<file path="src/rtl/gasp_pkg.sv">
package gasp_pkg;

  localparam int unsigned MAX_GLYPHS_DEF = 256;

  localparam int unsigned KEY_W = 32;
  localparam int unsigned DIM_W = 12;
  localparam int unsigned POS_W = 13;
  localparam int unsigned ID_W  = 9;
  localparam int unsigned ST_W  = 3;
  localparam int unsigned CFG_IDX_W = 1;

  localparam logic [POS_W-1:0] ATLAS_MAX_RST = 13'd2048;
  localparam logic [POS_W-1:0] POW2_CAP      = 13'd4096;

  typedef enum logic [CFG_IDX_W-1:0] {
    REG_MAX_WIDTH  = 1'b0,
    REG_MAX_HEIGHT = 1'b1
  } cfg_reg_t;

  typedef enum logic [ST_W-1:0] {
    ST_PLACED = 3'd0,
    ST_FOUND  = 3'd1,
    ST_NONE   = 3'd2,
    ST_WIDE   = 3'd3,
    ST_HEIGHT = 3'd4,
    ST_FULL   = 3'd5
  } status_t;

  // atlas limits as seen by the packer
  typedef struct packed {
    logic [POS_W-1:0] max_w;
    logic [POS_W-1:0] max_h;
  } limits_t;

  // one stored glyph: key and its padded-inside position
  typedef struct packed {
    logic [KEY_W-1:0] key;
    logic [POS_W-1:0] pos_y;
    logic [POS_W-1:0] pos_x;
  } entry_t;

  // smallest power of two not below v, capped at 4096
  function automatic logic [POS_W-1:0] pow2_up(input logic [POS_W-1:0] v);
    logic [POS_W-1:0] p;
    p = POW2_CAP;
    for (int i = POS_W - 1; i >= 0; i--) begin
      if (v <= POS_W'(1 << i)) begin
        p = POS_W'(1 << i);
      end
    end
    return p;
  endfunction

endpackage

</file>
<file path="src/rtl/gasp_ctrl.sv">
module gasp_ctrl #(
  parameter int unsigned MAX_GLYPHS = gasp_pkg::MAX_GLYPHS_DEF
) (
  input  logic                          clk,
  input  logic                          rst_n,
  input  gasp_pkg::limits_t             limits,
  input  logic                          in_valid,
  output logic                          in_stall,
  input  logic                          in_has_bitmap,
  input  logic [gasp_pkg::KEY_W-1:0]    in_bitmap_key,
  input  logic [gasp_pkg::DIM_W-1:0]    in_bitmap_width,
  input  logic [gasp_pkg::DIM_W-1:0]    in_bitmap_height,
  output logic                          out_valid,
  input  logic                          out_stall,
  output logic [gasp_pkg::ID_W-1:0]     out_glyph_id,
  output logic [gasp_pkg::POS_W-1:0]    out_pos_x,
  output logic [gasp_pkg::POS_W-1:0]    out_pos_y,
  output logic [gasp_pkg::ST_W-1:0]     out_status,
  output logic [gasp_pkg::POS_W-1:0]    out_atlas_width_pow2,
  output logic [gasp_pkg::POS_W-1:0]    out_atlas_height_pow2,
  output logic                          mem_wr_en,
  output logic [$clog2(MAX_GLYPHS)-1:0] mem_wr_addr,
  output gasp_pkg::entry_t              mem_wr_data,
  output logic [$clog2(MAX_GLYPHS)-1:0] mem_rd_addr,
  input  gasp_pkg::entry_t              mem_rd_data
);
  import gasp_pkg::*;

  localparam int unsigned IdxW = $clog2(MAX_GLYPHS);
  localparam int unsigned CntW = $clog2(MAX_GLYPHS + 1);
  localparam logic [CntW-1:0] CntFull = CntW'(MAX_GLYPHS);

  typedef enum logic [2:0] {
    S_IDLE,
    S_SEARCH,
    S_CHECK,
    S_FIT,
    S_RESP
  } state_t;

  state_t              state_r;
  logic [IdxW-1:0]     idx_r;
  logic [CntW-1:0]     cnt_r;
  logic [POS_W-1:0]    cursor_r;
  logic [POS_W-1:0]    shelf_r;
  logic [POS_W-1:0]    used_w_r;
  logic [POS_W-1:0]    used_h_r;
  logic [KEY_W-1:0]    key_r;
  logic [DIM_W-1:0]    w_r;
  logic [DIM_W-1:0]    h_r;
  logic [CntW-1:0]     id_r;
  logic [POS_W-1:0]    px_r;
  logic [POS_W-1:0]    py_r;
  status_t             st_r;

  logic                out_valid_r;
  logic [ID_W-1:0]     out_id_r;
  logic [POS_W-1:0]    out_px_r;
  logic [POS_W-1:0]    out_py_r;
  logic [ST_W-1:0]     out_st_r;
  logic [POS_W-1:0]    out_wp2_r;
  logic [POS_W-1:0]    out_hp2_r;

  logic                in_xfer;
  logic                out_free;
  logic                last_entry;
  logic                key_hit;
  logic [POS_W:0]      pad_w;
  logic [POS_W:0]      row_end;
  logic [POS_W:0]      pad_bottom;
  logic [POS_W-1:0]    right;
  logic                place_ok;

  assign in_xfer    = in_valid && !in_stall;
  assign in_stall   = (state_r != S_IDLE);
  assign out_free   = !out_valid_r || !out_stall;
  assign last_entry = (CntW'(idx_r) == cnt_r - CntW'(1));
  assign key_hit    = (mem_rd_data.key == key_r);

  assign pad_w      = (POS_W+1)'(w_r) + (POS_W+1)'(2);
  assign row_end    = (POS_W+1)'(cursor_r) + pad_w;
  assign pad_bottom = (POS_W+1)'(shelf_r) + (POS_W+1)'(h_r) + (POS_W+1)'(2);
  assign right      = row_end[POS_W-1:0];
  assign place_ok   = (pad_bottom <= (POS_W+1)'(limits.max_h));

  assign mem_rd_addr       = (state_r == S_SEARCH) ? idx_r + IdxW'(1) : IdxW'(1);
  assign mem_wr_en         = (state_r == S_FIT) && place_ok;
  assign mem_wr_addr       = cnt_r[IdxW-1:0];
  assign mem_wr_data.key   = key_r;
  assign mem_wr_data.pos_x = cursor_r + POS_W'(1);
  assign mem_wr_data.pos_y = shelf_r + POS_W'(1);

  always_ff @(posedge clk) begin
    if (!rst_n) begin
      state_r     <= S_IDLE;
      cnt_r       <= CntW'(1);
      cursor_r    <= '0;
      shelf_r     <= '0;
      used_w_r    <= '0;
      used_h_r    <= '0;
      out_valid_r <= 1'b0;
    end else begin
      // S_RESP reloads the output register itself
      if (out_valid_r && !out_stall && (state_r != S_RESP)) begin
        out_valid_r <= 1'b0;
      end
      case (state_r)
        S_IDLE: begin
          if (in_xfer) begin
            key_r <= in_bitmap_key;
            w_r   <= in_bitmap_width;
            h_r   <= in_bitmap_height;
            id_r  <= '0;
            px_r  <= '0;
            py_r  <= '0;
            idx_r <= IdxW'(1);
            if (!in_has_bitmap) begin
              st_r    <= ST_NONE;
              state_r <= S_RESP;
            end else if (cnt_r == CntW'(1)) begin
              state_r <= S_CHECK;
            end else begin
              state_r <= S_SEARCH;
            end
          end
        end
        S_SEARCH: begin
          // read data here belongs to entry idx_r
          if (key_hit) begin
            id_r    <= CntW'(idx_r);
            px_r    <= mem_rd_data.pos_x;
            py_r    <= mem_rd_data.pos_y;
            st_r    <= ST_FOUND;
            state_r <= S_RESP;
          end else if (last_entry) begin
            state_r <= S_CHECK;
          end else begin
            idx_r <= idx_r + IdxW'(1);
          end
        end
        S_CHECK: begin
          if (cnt_r == CntFull) begin
            st_r    <= ST_FULL;
            state_r <= S_RESP;
          end else if (pad_w > (POS_W+1)'(limits.max_w)) begin
            st_r    <= ST_WIDE;
            state_r <= S_RESP;
          end else begin
            // row wrap sticks even if the height check fails
            if (row_end > (POS_W+1)'(limits.max_w)) begin
              cursor_r <= '0;
              shelf_r  <= used_h_r;
            end
            state_r <= S_FIT;
          end
        end
        S_FIT: begin
          if (!place_ok) begin
            st_r <= ST_HEIGHT;
          end else begin
            if (right > used_w_r) begin
              used_w_r <= right;
            end
            if (pad_bottom[POS_W-1:0] > used_h_r) begin
              used_h_r <= pad_bottom[POS_W-1:0];
            end
            id_r     <= cnt_r;
            px_r     <= mem_wr_data.pos_x;
            py_r     <= mem_wr_data.pos_y;
            st_r     <= ST_PLACED;
            cnt_r    <= cnt_r + CntW'(1);
            cursor_r <= right;
          end
          state_r <= S_RESP;
        end
        S_RESP: begin
          if (out_free) begin
            out_valid_r <= 1'b1;
            out_id_r    <= ID_W'(id_r);
            out_px_r    <= px_r;
            out_py_r    <= py_r;
            out_st_r    <= st_r;
            out_wp2_r   <= pow2_up(used_w_r);
            out_hp2_r   <= pow2_up(used_h_r);
            state_r     <= S_IDLE;
          end
        end
        default: begin
          state_r <= S_IDLE;
        end
      endcase
    end
  end

  assign out_valid             = out_valid_r;
  assign out_glyph_id          = out_id_r;
  assign out_pos_x             = out_px_r;
  assign out_pos_y             = out_py_r;
  assign out_status            = out_st_r;
  assign out_atlas_width_pow2  = out_wp2_r;
  assign out_atlas_height_pow2 = out_hp2_r;

  a_wr_in_range: assert property (@(posedge clk) disable iff (!rst_n)
    mem_wr_en |-> (cnt_r < CntFull) && (cnt_r != CntW'(0)))
    else $error("store write at id outside table");

  a_search_bound: assert property (@(posedge clk) disable iff (!rst_n)
    (state_r == S_SEARCH) |-> (CntW'(idx_r) < cnt_r) && (idx_r != IdxW'(0)))
    else $error("search index outside written entries");

  a_cnt_step: assert property (@(posedge clk) disable iff (!rst_n)
    $past(rst_n) && (cnt_r != $past(cnt_r)) |-> (cnt_r == $past(cnt_r) + CntW'(1)))
    else $error("glyph count moved by other than one");

  a_found_id: assert property (@(posedge clk) disable iff (!rst_n)
    (state_r == S_RESP) && (st_r == ST_FOUND) |-> (id_r != '0) && (id_r < cnt_r))
    else $error("found id not a placed glyph");

endmodule

</file>
<file path="config.mk">
export PLATFORM = sky130hd
export DESIGN_NAME = gasp_ctrl
export DESIGN_NICKNAME = d
export VERILOG_FILES = /design/src/rtl/gasp_pkg.sv /design/src/rtl/gasp_ctrl.sv
export SDC_FILE = /design/constraint.sdc
export NUM_CORES = 1
export LEC_CHECK = 0
export BUFFER_PORTS_ARGS = -buffer_cell sky130_fd_sc_hd__buf_2
export CORE_ASPECT_RATIO = 0.75
export CORE_MARGIN = 10
export CORE_UTILIZATION = 39
export CTS_CLUSTER_SIZE = 20
export DETAILED_ROUTE_END_ITERATION = 8
export MAX_ROUTING_LAYER = met4
export SYNTH_ARGS = -nofsm -noshare
export SYNTH_HDL_FRONTEND = slang
export SYNTH_SLANG_ARGS = --single-unit
</file>
<file path="constraint.sdc">
create_clock -name clk -period 16.6 [get_ports clk]
set_input_delay 0.83 -clock clk [delete_from_list [all_inputs] [get_ports clk]]
set_output_delay 0.83 -clock clk [all_outputs]
set_load 0.01 [all_outputs]
</file>
# After elaboration in Yosys (flattened, before gate mapping)
# Index checks and enable logic that the tools add are counted.
[totals] ff_bits=231 input_bits=145 output_inout_bits=141 word_cells=209
[op_classes] addsub=9 magnitude_cmp=29 n_eq_ne=21 mux=62 bitwise=2 reduce_logical=45
[op_table] op="13-bit 2-to-1 mux" n=11
[op_table] op="13-bit one-hot mux with 3 select lines" n=2
[op_table] op="8-bit 2-to-1 mux" n=6
[op_table] op="3-bit 2-to-1 mux" n=15
[op_table] op="9-bit 2-to-1 mux" n=5
[op_table] op="13-bit greater-than comparator" n=3
[op_table] op="32-bit == test" n=1
[op_table] op="9-bit one-hot mux with 3 select lines" n=1
[op_table] op="13-bit by 1-bit adder with 13-bit output, second input constant" n=2
[op_table] op="13-bit by 1-bit less-or-equal comparator with 1-bit output, second input constant" n=2
[op_table] op="13-bit by 10-bit less-or-equal comparator with 1-bit output, second input constant" n=2
[op_table] op="13-bit by 11-bit less-or-equal comparator with 1-bit output, second input constant" n=2
[op_table] op="13-bit by 12-bit less-or-equal comparator with 1-bit output, second input constant" n=2
[op_table] op="13-bit by 2-bit less-or-equal comparator with 1-bit output, second input constant" n=2
[op_table] op="13-bit by 3-bit less-or-equal comparator with 1-bit output, second input constant" n=2
[op_table] op="13-bit by 4-bit less-or-equal comparator with 1-bit output, second input constant" n=2
[op_table] op="13-bit by 5-bit less-or-equal comparator with 1-bit output, second input constant" n=2
[op_table] op="13-bit by 6-bit less-or-equal comparator with 1-bit output, second input constant" n=2
[op_table] op="13-bit by 7-bit less-or-equal comparator with 1-bit output, second input constant" n=2
[op_table] op="13-bit by 8-bit less-or-equal comparator with 1-bit output, second input constant" n=2
[op_table] op="13-bit by 9-bit less-or-equal comparator with 1-bit output, second input constant" n=2
[op_table] op="13-bit one-hot mux with 2 select lines" n=1
[op_table] op="11-bit 2-to-1 mux" n=2
[op_table] op="11-bit OR reduction" n=2
[op_table] op="49 further kinds" n=93

# Longest topological paths before layout
# Gate-level depths: netlist of the first run.
[depth] word_depth=12 ltp_mapped=22 ltp_nobuf=20

# Worst setup path before layout of the first run
# Ideal clock, no wire load.
[synth_path] path_kind="register to register" start="reg shelf_r[2]" end="reg id_r[0], enable pin" setup_time_ns=0.616 t_arrival_ns=9.003 required_time_ns=15.984 setup_slack_ns=6.982 stages_incl_launch_ff=16 path_buffers=0 period_less_slack_ns=9.618 path_cell_list="dfxtp_1 > ha_1 > ha_1 > a211o_1 > a2111oi_0 > o31ai_1 > o41ai_1 > xnor2_1 > ha_1 > nand3_1 > nor4_1 > a21oi_1 > o32ai_1 > nor3b_1 > nor2_1 > a2111oi_0"
[synth_via] elab_chain_len=5
[synth_rtl] item="from (decl)" line_no="gasp_ctrl.sv:45" source="logic [POS_W-1:0] shelf_r;"
[synth_rtl] item="from (signal assigned)" line_no="gasp_ctrl.sv:152" source="shelf_r <= used_h_r;"
[synth_rtl] item="13-bit by 12-bit adder with 14-bit output" line_no="gasp_ctrl.sv:82" source="assign pad_bottom = (POS_W+1)'(shelf_r) + (POS_W+1)'(h_r) + (POS_W+1)'(2);"
[synth_rtl] item="14-bit by 2-bit adder with 14-bit output" line_no="gasp_ctrl.sv:82"
[synth_rtl] item="net pad_bottom[12]" line_no="gasp_ctrl.sv:70" source="logic [POS_W:0] pad_bottom;"
[synth_rtl] item="14-bit by 13-bit less-or-equal comparator with 1-bit output" line_no="gasp_ctrl.sv:84" source="assign place_ok = (pad_bottom <= (POS_W+1)'(limits.max_h));"
[synth_rtl] item="2-bit != test (no line)"
[synth_rtl] item="5-bit AND reduction (no line)"
[synth_rtl] item="to (signal assigned)" line_no="gasp_ctrl.sv:130" source="id_r <= CntW'(idx_r);"
[synth_rtl] item="to (signal assigned)" line_no="gasp_ctrl.sv:167" source="id_r <= cnt_r;"
[synth_rtl] item="to (decl)" line_no="gasp_ctrl.sv:51" source="logic [CntW-1:0] id_r;"
# The timed path passes the listed nets, and every way through them passes these cells.
# A chain may end at the register's enable or synchronous reset.

# Final worst setup path of the first run
[layout_path] start="reg shelf_r[2]" end="out mem_wr_en"
[layout_via] elab_chain_len=4
[layout_rtl] item="13-bit by 12-bit adder with 14-bit output" line_no="gasp_ctrl.sv:82"
[layout_rtl] item="14-bit by 2-bit adder with 14-bit output" line_no="gasp_ctrl.sv:82"
[layout_rtl] item="net pad_bottom[12]" line_no="gasp_ctrl.sv:70"
[layout_rtl] item="14-bit by 13-bit less-or-equal comparator with 1-bit output" line_no="gasp_ctrl.sv:84"
[layout_rtl] item="1-bit logical AND" line_no="gasp_ctrl.sv:87" source="assign mem_wr_en = (state_r == S_FIT) && place_ok;"
[layout_rtl] item="to (decl)" line_no="gasp_ctrl.sv:21" source="output logic mem_wr_en,"
# The timed path passes the listed nets, and every way through them passes these cells.

==> results of run 1 <==
==> critical path: cells and delay by family, from the launching register on <==
family,cells,cell delay (ns)
compound gates,7,2.32
fa+ha+maj,3,0.91
buf+inv,3,0.80
simple gates,1,0.47
flops,1,0.44
xor+xnor,1,0.23
==> sequential cells by signal, summed over array words and instances, names as in the netlist, 12 cells and up <==
| register | cells |
|---|---|
| cursor_r | 13 |
| out_atlas_height_pow2 | 13 |
| shelf_r | 13 |
| px_r | 13 |
| out_pos_y | 13 |
| used_h_r | 13 |
| h_r | 12 |
| py_r | 13 |
| used_w_r | 13 |
| out_atlas_width_pow2 | 13 |
| out_pos_x | 13 |
| w_r | 12 |
| key_r | 32 |
==> routing by layer <==
metal | GRT usage (%) | vias up | share of wire [%] | wire (um)
li1 | - | 5048 | - | -
met4 | 4.621 | 0 | 2.2 | 871
met1 | 27.63 | 4897 | 50 | 19700
met3 | 4.381 | 46 | 8.3 | 3229
met2 | 26.09 | 413 | 39 | 15320
met5 | - | - | 0 | 0
==> metrics by stage <==
step                      utilization (%)  worst slack, ns  std cells  area, um2
after floorplan                         -            6.982       1240      13070
after global placement              45.46            10.82       1920      14880
after detailed placement            45.46            10.72       1920      14880
after CTS                           47.90            10.09       1968      15680
after global routing                47.92            9.685       1970      15690
final                               47.92            10.03       1970      15690
==> synth_stat cells (all sizes together), types with 4 or more instances <==
cell	n
o31ai	6
a21o	14
nor2b	9
o211ai	5
xnor2	79
mux2i	61
dfxtp	65
nand3	56
clkbuf	37
edfxtp	166
or3	19
inv	77
o21ai	37
a31oi	5
buf	18
o21bai	7
and2	10
nand4	26
nor3	35
xor2	22
a211o	4
nor2	106
nor4	12
or4	8
o21a	11
nand2	78
a2111oi	4
a21oi	65
and3	19
a22o	14
nand2b	8
ha	113
a211oi	9
==> cell families after synthesis <==
group	Yosys count
AND/OR/NAND/NOR	400
flip-flops	231
AO/OA/AOI/OAI	199
buffers and inverters	133
adder cells (fa/ha/maj)	115
XOR/XNOR	101
multiplexers	61
==> cells in the final DEF (no fill, tap or decap), types with 14 or more instances in the layout <==
cell type  count
buf_2        285
edfxtp_1     166
ha_1         113
nor2_1       105
xnor2_1       79
nand2_1       78
inv_1         76
a21oi_1       64
dfxtp_1       64
mux2i_1       61
nand3_1       56
o21ai_0       37
nor3_1        34
nand4_1       26
clkbuf_16     26
xor2_1        22
and3_1        19
or3_1         16
a21o_1        14
a22o_1        14
==> power groups by stage <==
| stage | clock network (mW) | logic, mW | registers (mW) |
|---|---|---|---|
| 2_1_floorplan | 0 | 0.171 | 0.726 |
| 3_3_place_gp | 0 | 0.278 | 0.718 |
| 3_5_place_dp | 0 | 0.284 | 0.719 |
| 4_1_cts | 0.561 | 0.285 | 0.707 |
| 5_1_grt | 0.586 | 0.313 | 0.711 |
| 6_report | 0.545 | 0.283 | 0.707 |
==> area by class of cell <==
type | instances | area [um2] | area share, %
Multi-Input combinational cell | 876 | 6261 | 39.91
Clock buffer | 32 | 673.1 | 4.291
Timing Repair Buffer | 293 | 1486 | 9.476
Tap cell | 442 | 553.0 | 3.526
Inverter | 78 | 292.8 | 1.866
Clock inverter | 16 | 127.6 | 0.8136
Antenna cell | 2 | 5.005 | 0.03191
Sequential cell | 231 | 6287 | 40.08
==> worst min path at each step <==
stage	startpoint	endpoint	slack, ns
finish	id_r[5]	out_glyph_id[5]	0.42
global route	px_r[10]	out_pos_x[10]	0.42
CTS	id_r[5]	out_glyph_id[5]	0.42
detailed placement	id_r[5]	out_glyph_id[5]	0.40
global placement	py_r[11]	out_pos_y[11]	0.40
floorplan	id_r[0]	out_glyph_id[0]	0.40
==> metrics.cfg, run 1 <==
[outcome]
status=completed

[cts]
cts_tree=yes
clkTransAtPathRegs_ns=0.06
cts_root_buf=clkbuf_16
cts_hold_buffers=0
h-tree-depth=1
clk_latency_ns=0.55
cts_sinks=231
cts_buffers=26
clk_path_buf_depth=3
cts_setup_buffers=0
cts_resized=0

[placed_design]
portBuffers=285
hpwl_um=31050
place_congestion=0.9610

[timing]
fin_crit_sh_pct=39.57
rsz0062_at_grt=false
tightestPinTransition_ns=0.9857
maxClockFrequency_mhz=152.2
slew_viol_final=0
fin_worst_skew_ns=0.02628
max_slew_margin_pct=33.57
min_period_ns=6.569
final-setup-viol-count=0
whs_ns=0.4177
setup_tns_ns=0
hold_viol_final=0

[worst_setup_path]
cp.arrival_ns=5.74
critPathKind=reg2out
worstSetupEndpointType=output port
timing.rr.end=cursor_r[0]
worst_path_max_delay_cell=a2111oi_0
crit_start=shelf_r[2]
r2r-start=shelf_r[2]
crit_chain=ha_1 -> ha_1 -> a211o_1 -> a2111oi_0 -> o31ai_1 -> o41ai_1 -> xnor2_1 -> ha_1 -> a21oi_1 -> o211ai_1 -> o32ai_1 -> or4b_1 -> buf_4 -> clkinv_1 -> buf_2
critPathMostFrequentCell=ha_1
r2r_cells=17
crit_required_ns=15.77
crit_path_max_fanout=27
cp_slowest_stage_delay_ns=0.64
crit_path_start_kind=flip-flop
cp-endpoint=mem_wr_en
r2r_slack_ns=10.87

[pwr]
p_seq_share_pct=46.0
switching_share_pct=28.62
power.leakage_nw=6.446
ir_worst_vdd_uv=76.68
p_sw_uw=439.3
power_density_nw_per_um2=97.87
p_comb_share_pct=18.5
p_clk_share_pct=35.5
p_int_mw=1.096
total_power_mw=1.535

[synthesis]
synth.avg_cell_area_um2=10.54
synth-simple-area-share_pct=15.24
synthAdderAreaFrac_pct=11.13
syn_nets=1500
synth_top_family_by_area=simple AND/OR/NAND/NOR gates
synth_xor_area_share_pct=6.770
synth_area_leader_cell=edfxtp_1
synth_edf_count=166
muxShareOfSynthArea_pct=4.673
yosysSeqAreaShare_pct=48.11
synth_area_um2=13070
synth_top_area_share_pct=38.15
yosysWarningCount=0
synthFlopType=edfxtp_1
syn_inst=1240
synthArstFlopShare_pct=0
synth_seq_cells=231
synth.area.top_cells=edfxtp_1 (38%), ha_1 (11%), dfxtp_1 (10%)
synthDistinctLibCells=66
synth_compound_area_share_pct=9.901

[route]
totalWireLength_um=39120
viasPerCell=5.281
wl_per_cell_um=19.86
vias=10400
drc=0
drtIter0Drc=779
ant_nets=0
dr.pass1.iters=5

[floorplanning]
io-pin-count=286
die_x_um=231.4
dieArea_um2=41300
coreArea_um2=32740
dieHeight_um=178.5
row_count=57
initial_utilization_pct=39.92

[layout]
area_delta_synth_final_pct=20.05
drive_above_1_share_pct=23.13
fillers=3009
fin_nets=1766

[global_routing]
grt_pass1_vias=10450
antenna_found_initial=2
track_usage_pct=19.06
grt_max_degree=65
grt_pass1_wl_um=60260
overflow=0

[hold_path]
min_path_cells=0
hp-class=reg2reg

[run]
cap_violations=0

(Power assumes the default switching activity.)
==> run 2, diff against run 1 <==
--- a/config.mk
+++ b/config.mk
@@ -5,6 +5,7 @@
 export SDC_FILE = /design/constraint.sdc
 export NUM_CORES = 1
 export LEC_CHECK = 0
+export ABC_AREA = 1
 export BUFFER_PORTS_ARGS = -buffer_cell sky130_fd_sc_hd__buf_2
 export CORE_ASPECT_RATIO = 0.75
 export CORE_MARGIN = 10
==> constraint.sdc (replaced) <==
create_clock -name clk -period 6.2 [get_ports clk]
set_input_delay 0.31 -clock clk [delete_from_list [all_inputs] [get_ports clk]]
set_output_delay 0.31 -clock clk [all_outputs]
set_load 0.01 [all_outputs]
==> run 2 against run 1 <==
  * Area after synthesis is 2.4% higher
  * Flip-flop and latch count did not move
  * Clock skew decreased by 0.0074 ns
  * Non-clock buffer count rose by 54
  * Highest routed layer unchanged
==> metrics.cfg, run 2 <==
[global_routing]
grt_pass1_vias=11480  ; +9.9%
grt_max_degree=58  ; -11%
track_usage_pct=19.56  ; +0.50 points
grt_pass1_wl_um=63980  ; +6.2%
overflow=0  ; unchanged
antenna_found_initial=0  ; -2

[route]
wl_met3_um=3241  ; +0.37%
drtIter0Drc=933  ; +20%
wl_met2_um=17950  ; +17%
drc=0  ; unchanged
met1Wirelength_um=19220  ; -2.4%
vias=11680  ; +12%
viasPerCell=4.997  ; -5.4%
top_layer_used=met4
ant_nets=0  ; unchanged
totalWireLength_um=41070  ; +5.0%
wl_per_cell_um=17.57  ; -12%
dr.pass1.iters=5  ; unchanged

[synthesis]
syn_inst=1529  ; +23%
synthTopCellsByCount=nand2_1 (277), inv_1 (215), nor2_1 (206)
synth_area_leader_cell=edfxtp_1
yosysWarningCount=0  ; unchanged
synth_edf_count=166  ; unchanged
yosysSeqAreaShare_pct=47.00  ; -1.1 points
synth_area_um2=13370  ; +2.4%
synth_most_common_cell=nand2_1
synthFlopType=edfxtp_1
synth_top_area_share_pct=37.27  ; -0.88 points
synth.avg_cell_area_um2=8.747  ; -17%
syn_nets=1789  ; +19%
synthDistinctLibCells=48  ; -27%
synth_seq_cells=231  ; unchanged
synthArstFlopShare_pct=0  ; unchanged
synth.area.top_cells=edfxtp_1 (37%), ha_1 (11%), dfxtp_1 (9.7%)

[timing]
min_period_ns=4.759
final-setup-viol-count=0  ; unchanged
rsz0062_at_grt=false
maxClockFrequency_mhz=210.1
setup_tns_ns=0  ; unchanged
whs_ns=0.04976  ; -0.3679 ns
hold_viol_final=0  ; unchanged
tightestPinTransition_ns=0.9429  ; -0.04276 ns
fin_crit_sh_pct=76.75
slew_viol_final=0  ; unchanged
finalWorstSetupSlack_ns=1.441  ; -8.590 ns
fin_worst_skew_ns=0.01885  ; -0.007428 ns
max_slew_margin_pct=36.99  ; +3.4 points

[layout]
drive_above_1_share_pct=18.75  ; -4.4 points
num_antenna_cells=0  ; -2
stdcell_area_um2=16620  ; +6.0%
area_delta_synth_final_pct=24.27
final_cell_mix=buf_2 (285), nand2_1 (277), inv_1 (215), nor2_1 (203), edfxtp_1 (166)
top_register=key_r
multi_input_area_um2=6093  ; -2.7%
ff_latch_area_um2=6286  ; about the same
fillers=3258  ; +8.3%
post-route-util_pct=49.36  ; +1.4 points
instances_no_fill=2338  ; +19%
largest_reg_flops=32  ; unchanged
fin_nets=2128  ; +20%
final_common_cell=buf_2

[hold_path]
hp-class=in2reg

[cts]
clk_latency_ns=0.56  ; about the same
cts_root_buf=clkbuf_16
cts_tree=yes
cts_buffers=26  ; unchanged
clk_path_buf_depth=3  ; unchanged
cts_resized=0  ; unchanged
clkTransAtPathRegs_ns=0.06  ; about the same
cts_sinks=231  ; unchanged
h-tree-depth=1  ; unchanged

[placed_design]
hpwl_um=32480  ; +4.6%
post-place-cells=2234  ; +16%
place_congestion=0.9515  ; -0.99%
pre_cts_ws_ns=1.641  ; -9.075 ns
dpl-instance-area_um2=15220  ; +2.3%
portBuffers=285  ; unchanged

[worst_setup_path]
crit_path_max_fanout=13  ; -52%
crit_path_start_kind=flip-flop
crit_required_ns=5.89  ; -9.88 ns
critPathKind=reg2out
cp.arrival_ns=4.45  ; -1.29 ns
worstSetupEndpointType=output port

[pwr]
total_power_mw=5.408  ; +250%
power.leakage_nw=7.867  ; +22%
power_density_nw_per_um2=325.4  ; +230%
ir_worst_vdd_uv=196.1  ; +160%

[outcome]
status=completed

[floorplanning]
dieHeight_um=180.4  ; +1.0%
die_x_um=233.8  ; +1.1%
row_count=58  ; +1.8%
io-pin-count=286  ; unchanged
coreArea_um2=33670  ; +2.9%
initial_utilization_pct=39.72  ; -0.20 points
dieArea_um2=42180  ; +2.1%

[run]
cap_violations=0  ; unchanged

run 2: report_power, final:
part | internal, mW | total [mW] | switching [mW]
logic | 0.633 | 1.81 | 1.17
registers | 1.94 | 2.09 | 0.149
clock network | 0.860 | 1.52 | 0.657
run 2: worst max-delay path, cell delays in order, from the launching register on:
cell and delay (ns):
dfxtp_1 0.34, inv_1 0.08, ha_1 0.29, inv_1 0.06
ha_1 0.18, inv_1 0.06, fa_1 0.40, or2_1 0.27
nand2_2 0.11, a31oi_1 0.10, xnor2_1 0.19, ha_1 0.32
nand2_1 0.08, nor4_1 0.36, nand3_1 0.28, nand2_4 0.28
nand2_2 0.19, inv_1 0.15, buf_2 0.15
run 2: cell families after synthesis:
family,synth area share (%)
xor+xnor,5.436
simple gates,20.38
compound gates,8.747
buf+inv,7.568
fa+ha+maj,10.87
flops,47.00
run 2: worst paths after layout:
path | startpoint | slack [ns] | endpoint | cells after the start
min | mem_rd_data[12] | 0.05 | px_r[12] | 3
max reg2reg | shelf_r[1] | 1.58 | id_r[7] | 18
max | shelf_r[1] | 1.44 | mem_wr_en | 18
min reg2reg | px_r[3] | 0.42 | out_pos_x[3] | 0
run 2: layout make-up:
cell class / instances / area share, %
Clock buffer: 34 / 4.299
Inverter: 216 / 4.878
Sequential cell: 231 / 37.82
Clock inverter: 14 / 0.7227
Timing Repair Buffer: 347 / 12.23
Multi-Input combinational cell: 1046 / 36.66
Tap cell: 450 / 3.388
run 2: routing by layer:
layer,vias to the layer above,global-route usage (%)
met5,-,-
met4,0,3.477
met3,46,3.493
met2,450,29.40
met1,5385,27.27
li1,5801,-
run 2: timing repair:
action                    4_1_cts  5_1_grt
setup buffers                   0        0
hold buffers                   56        0
hold endpoints to repair       56        0
